<file path="config.mk">
export PLATFORM = sky130hd
export DESIGN_NAME = abs_ctrl
export DESIGN_NICKNAME = d
export VERILOG_FILES = /design/src/rtl/abs_pkg.sv /design/src/rtl/abs_ctrl.sv
export SDC_FILE = /design/constraint.sdc
export NUM_CORES = 1
export LEC_CHECK = 0
export BUFFER_PORTS_ARGS = -buffer_cell sky130_fd_sc_hd__buf_2
export CAP_MARGIN = 15
export CORE_ASPECT_RATIO = 0.8
export CORE_MARGIN = 2
export CORE_UTILIZATION = 61
export DETAILED_ROUTE_END_ITERATION = 16
export GPL_ROUTABILITY_DRIVEN = 0
export GPL_TIMING_DRIVEN = 0
export MAX_ROUTING_LAYER = met4
export PLACE_DENSITY_LB_ADDON = 0.08
export SLEW_MARGIN = 20
export SYNTH_ARGS = -nofsm -noshare
export SYNTH_HDL_FRONTEND = slang
export SYNTH_SLANG_ARGS = --single-unit
</file>
<file path="constraint.sdc">
create_clock -name clk_i -period 5.25 [get_ports clk_i]
set_clock_uncertainty 0.05 [all_clocks]
set_input_delay 0.7875 -clock clk_i [delete_from_list [all_inputs] [get_ports clk_i]]
set_output_delay 0.7875 -clock clk_i [all_outputs]
set_load 0.03 [all_outputs]
</file>
<file path="src/rtl/abs_pkg.sv">
// package: shared types and constants of the bounding sphere block
package abs_pkg;

  localparam int MaxPoints = 1024;
  localparam int CoordBits = 24;
  localparam int AddrBits  = $clog2(MaxPoints);
  localparam int CntBits   = AddrBits + 1;
  localparam int DiffBits  = CoordBits + 1;
  localparam int SqBits    = 2 * DiffBits;
  localparam int DistBits  = SqBits + 2;
  localparam int RadBits   = CoordBits + 1;
  localparam int RootBits  = DistBits / 2;

  typedef logic signed [CoordBits-1:0] coord_t;
  typedef struct packed {
    coord_t z;
    coord_t y;
    coord_t x;
  } point_t;

  // pass over the store
  typedef enum logic [1:0] {
    PassFar1 = 2'd0,
    PassFar2 = 2'd1,
    PassRad  = 2'd2
  } pass_e;

  typedef struct packed {
    logic  load;
    logic  start_pass;
    pass_e pass;
    logic  scan;
    logic  scan_last;
    logic  set_center;
    logic  sqrt_start;
    logic  sqrt_step;
    logic  clear_set;
  } ctrl_t;

  typedef struct packed {
    logic [CntBits-1:0] count;
  } stat_t;

endpackage

</file>
<file path="src/rtl/abs_ctrl.sv">
// controller: load, three scan passes, center, square root, result hold
module abs_ctrl (
  input  logic           clk_i,
  input  logic           rst_ni,
  input  logic           in_fire_i,
  input  logic           in_last_i,
  input  logic           out_ready_i,
  input  abs_pkg::stat_t stat_i,
  output abs_pkg::ctrl_t ctrl_o,
  output logic           in_ready_o,
  output logic           out_valid_o
);

  typedef enum logic [6:0] {
    StLoad  = 7'b0000001,
    StStart = 7'b0000010,
    StScan  = 7'b0000100,
    StDrain = 7'b0001000,
    StCent  = 7'b0010000,
    StSqrt  = 7'b0100000,
    StOut   = 7'b1000000
  } state_e;

  localparam int StepBits = $clog2(abs_pkg::RootBits + 1);

  state_e state_q, state_d;
  abs_pkg::pass_e pass_q, pass_d;
  logic [abs_pkg::CntBits-1:0] idx_q, idx_d;
  logic [StepBits-1:0] step_q, step_d;

  always_comb begin
    state_d = state_q;
    pass_d  = pass_q;
    idx_d   = idx_q;
    step_d  = step_q;
    ctrl_o  = '0;
    ctrl_o.pass = pass_q;
    case (state_q)
      StLoad: begin
        ctrl_o.load = in_fire_i;
        if (in_fire_i && in_last_i) begin
          state_d = StStart;
          pass_d  = abs_pkg::PassFar1;
        end
      end
      StStart: begin
        ctrl_o.start_pass = 1'b1;
        idx_d   = '0;
        state_d = StScan;
      end
      StScan: begin
        ctrl_o.scan = 1'b1;
        idx_d = idx_q + 1'b1;
        if (idx_q + 1'b1 == stat_i.count) begin
          state_d = StDrain;
          idx_d   = '0;
        end
      end
      StDrain: begin
        idx_d = idx_q + 1'b1;
        if (idx_q == abs_pkg::CntBits'(3)) begin
          case (pass_q)
            abs_pkg::PassFar1: begin
              pass_d = abs_pkg::PassFar2;
              state_d = StStart;
            end
            abs_pkg::PassFar2: state_d = StCent;
            default: begin
              state_d = StSqrt;
              ctrl_o.sqrt_start = 1'b1;
              step_d = '0;
            end
          endcase
        end
      end
      StCent: begin
        ctrl_o.set_center = 1'b1;
        pass_d  = abs_pkg::PassRad;
        state_d = StStart;
      end
      StSqrt: begin
        ctrl_o.sqrt_step = 1'b1;
        step_d = step_q + 1'b1;
        if (step_q == StepBits'(abs_pkg::RootBits - 1)) state_d = StOut;
      end
      StOut: begin
        if (out_ready_i) begin
          ctrl_o.clear_set = 1'b1;
          state_d = StLoad;
        end
      end
      default: state_d = StLoad;
    endcase
  end

  always_ff @(posedge clk_i or negedge rst_ni) begin
    if (!rst_ni) begin
      state_q <= StLoad;
      pass_q  <= abs_pkg::PassFar1;
      idx_q   <= '0;
      step_q  <= '0;
    end else begin
      state_q <= state_d;
      pass_q  <= pass_d;
      idx_q   <= idx_d;
      step_q  <= step_d;
    end
  end

  assign in_ready_o  = (state_q == StLoad);
  assign out_valid_o = (state_q == StOut);

  a_one_hot: assert property (@(posedge clk_i) disable iff (!rst_ni) $onehot(state_q))
    else $error("state not one-hot");
  a_no_accept_busy: assert property (@(posedge clk_i) disable iff (!rst_ni)
    out_valid_o |-> !in_ready_o) else $error("input open while result held");
  a_scan_nonempty: assert property (@(posedge clk_i) disable iff (!rst_ni)
    state_q == StScan |-> stat_i.count != '0) else $error("scan of empty set");

endmodule

</file>
After elaboration in Yosys (flattened, before gate mapping)
Index checks and enable logic that the tools add are counted.
{"block": "word_totals", "reg_bits": 25, "out_inout_bits": 12}
{"block": "classes", "reduce_logical": 9, "mux": 26, "addsub": 2, "eq_ne": 18}
{"cell": "$pmux W7 S7", "count": 1}
{"cell": "$mux W7", "count": 5}
{"cell": "$pmux W11 S3", "count": 1}
{"cell": "$pmux W6 S2", "count": 1}
{"cell": "$add A11 B1 Y11 const B", "count": 1}
{"cell": "$eq A11 B11 Y1", "count": 1}
{"cell": "$eq A11 B2 Y1 const B", "count": 1}
{"cell": "$mux W11", "count": 1}
{"cell": "$mux W1", "count": 10}
{"cell": "$mux W5", "count": 2}
{"cell": "$ne A2 B2 Y1 const B", "count": 5}
{"cell": "$pmux W5 S2", "count": 1}
{"cell": "$eq A7 B1 Y1 const B", "count": 1}
{"cell": "$eq A7 B2 Y1 const B", "count": 1}
{"cell": "$eq A7 B3 Y1 const B", "count": 1}
{"cell": "$eq A7 B4 Y1 const B", "count": 1}
{"cell": "$eq A7 B5 Y1 const B", "count": 1}
{"cell": "$eq A7 B6 Y1 const B", "count": 1}
{"cell": "$eq A7 B7 Y1 const B", "count": 1}
{"cell": "$mux W2", "count": 3}
{"cell": "$pmux W2 S3", "count": 1}
{"cell": "$reduce_bool A3 Y1", "count": 2}
{"cell": "$add A5 B1 Y5 const B", "count": 1}
{"cell": "$eq A5 B5 Y1 const B", "count": 1}
{"cell": "other kinds (9)", "count": 10}

Logic depth before layout (Yosys ltp)
{"block": "logic_depth", "ltp_word": 5, "depth_mapped": 8, "ltp_nobuf": 7}

Worst setup path before layout
No wires, ideal clock.
{"block": "synth_timing", "path_kind": "flip-flop to output port", "from": "register state_q[4]", "to": "output port ctrl_o[8] (netlist name)", "path_stages_with_launch": 4, "path_buffers": 0, "slack_ns": 2.332, "t_arrival_ns": 2.080, "cell_sequence": "dfrtp_1 or4_4 nor4b_2 nor2b_1"}
{"item": "start, declared", "line": "abs_ctrl.sv:26", "rtl": "state_e state_q, state_d;"}
{"item": "start signal, assigned", "line": "abs_ctrl.sv:98", "rtl": "state_q <= StLoad;"}
{"item": "start signal, assigned", "line": "abs_ctrl.sv:103", "rtl": "state_q <= state_d;"}
{"item": "end, declared", "line": "abs_ctrl.sv:9", "rtl": "output abs_pkg::ctrl_t ctrl_o,"}

==> impl_metrics.ini <==
[setup_path]
reg2reg_from = idx_q[0]
crit_chain = or4_4 > nor4b_4 > nand2_1 > nor2_1 > buf_2
critPathLaunch = state_q[4]
path_max_fanout = 6
worstSetupEndpoint = ctrl_o[2]
end_kind = output port
required_ns = 4.41
critPathMaxStageDelay_ns = 0.58
crit_slowest_cell = or4_4
reg2regPathDepth = 8
r2r_end = idx_q[4]
cp.arrival_ns = 2.40
reg2reg_slack_ns = 2.72
crit_path_start_kind = flop
crit_type = reg2out

[clock_network]
tritoncts = built
root_buffer = clkbuf_8
post-cts-setup-buffers = 0
cts_sinks = 25
hold_buffers = 0
postCtsResizedCells = 0
cts_buffer_depth = 2
clk_latency_ns = 0.28
clk_pin_slew_ns = 0.09
cts_made_buffers = 3
ctsHtreeMaxLevel = 1

[final_layout]
fillers = 214
final_util = 0.733
drive_above_1_share = 0.218
syn_to_final_growth_pct = 12.5
final_cells = 263
final_nets = 245
n_antenna_cell = 0

[hold_path]
worstHoldPathType = in2async

[floorplanning]
chipHeight_um = 52.8
die_x_um = 65.0
start_util = 0.652
core_um2 = 2790
die_area_um2 = 3430
io_pins = 28
placementRows = 17

[placed_design]
dp.cells = 259
port_buffers = 26
hpwl_um = 3000
dpl_worst_slack_ns = 2.32

[synth]
synth_ff_type = dfrtp_1
yosysMostFrequentCell = dfrtp_1
synthTopCellsByArea = dfrtp_1, xnor2_1, xor2_1
synthTopCellsByCount = dfrtp_1, nor2_1, nand2_1, xnor2_1, xor2_1
ys_seq_elements = 25
syn-cell-area_um2 = 1820
async_flop_share = 1.00
synth-seq-area-share = 0.345
ys_warn_count = 0
syn_inst = 195
synth.avg_cell_area_um2 = 9.32
synthDistinctLibCells = 55
syn-num-nets = 214
synth_top_area_share = 0.331
synth_edf_count = 0
synth_top_area_cell = dfrtp_1

[sta]
finalCritPeriodShare = 0.617
setup_viol = 0
tightest_slew_ns = 0.819
grt_setup_unrepaired = no
maxSlewHeadroom = 0.454
tns_ns = 0
slew_violations = 0
fmax_mhz = 309
period_minus_slack_ns = 3.24
hold_viol = 0
fin_ws_ns = 2.01
holdWs_ns = 0.430

[routing]
drt_first_iter_violations = 123
viasPerCell = 5.95
drt_wl_total_um = 3950
dr.pass1.iters = 4
drc_errors = 0
wl_per_cell_um = 15.0
num_vias = 1566
drtAntennaViolNets = 0

[run_status]
outcome = completed

[global_routing]
track_usage = 0.262
grt_max_degree = 26
grt_overflow = 0
grt_pass1_wl_um = 6600
antenna_found_initial = 0
grt_pass1_vias = 1435

[job]
drv_cap = 0

[power]
ir_worst_vdd_uv = 158
p_leak_nw = 0.901
power.density_nw_per_um2 = 322
==> power breakdown <==
group,leakage [nW],internal [mW],switching [mW]
combinational,0.537,0.110,0.193
sequential,0.342,0.216,0.0193
clock,0.0217,0.0540,0.0661
total,0.901,0.381,0.278
==> sequential cells by signal, indices dropped and copies added, names as in the netlist <==
signal	count
idx_q	11
state_q	7
step_q	5
pass_q	2
==> metrics by stage <==
step | instance area, um^2 | power (mW)
floorplan | 1820 | 0.465
global placement | 1990 | 0.526
detailed placement | 1990 | 0.540
CTS | 2040 | 0.660
global route | 2040 | 0.694
finish | 2040 | 0.659
==> area by class of cell <==
class                           count  area (um^2)  area share
Buffer                             10         81.3      0.0398
Multi-Input combinational cell    154         1090       0.532
Timing Repair Buffer               26          130      0.0637
Sequential cell                    25          627       0.307
Tap cell                           38         47.5      0.0233
Clock inverter                      1         7.51     0.00367
Clock buffer                        3         41.3      0.0202
Inverter                            6         22.5      0.0110
==> metal layers <==
| metal | track usage | share of wire | vias to the layer above |
|---|---|---|---|
| met1 | 0.337 | 0.45 | 743 |
| met3 | 0.0495 | 0.059 | 4 |
| met2 | 0.428 | 0.49 | 61 |
| li1 | - | - | 758 |
| met4 | 0.0799 | 0.0068 | 0 |
| met5 | - | 0 | - |
==> layout by cell type (no fill, tap or decap), drive strengths merged, types with 5 or more instances in the layout <==
master,n
clkbuf,8
nand2,15
xor2,12
nor3,5
buf,31
xnor2,15
dfrtp,24
inv,6
nand4,9
a21oi,12
nand2b,5
o21ai,12
nor2,16
==> worst min-delay path by stage <==
stage	cells after the start	slack, ns	endpoint	startpoint
3_5_place_dp	2	0.48	step_q[4]	step_q[4]
5_1_grt	1	0.48	idx_q[0]	rst_ni
2_1_floorplan	0	0.44	idx_q[0]	rst_ni
3_3_place_gp	1	0.47	pass_q[1]	pass_q[1]
6_report	1	0.43	state_q[2]	rst_ni
4_1_cts	1	0.45	step_q[0]	rst_ni
==> logic make-up after synthesis <==
group / synth area share
muxes: 0.0227
DFF: 0.345
adders and majority gates: 0.0207
other: 0.00206
AOI/OAI and AO/OA: 0.154
xor gates and xnor gates: 0.143
and+or+nand+nor: 0.256
buffers and inverters: 0.0572
==> worst max-delay path, delay by kind of cell, from the launching register on <==
kind / cells / cell delay [ns]
simple gates: 4 / 1.44
flops: 1 / 0.43
buf+inv: 1 / 0.26
(Power assumes the default switching activity.)
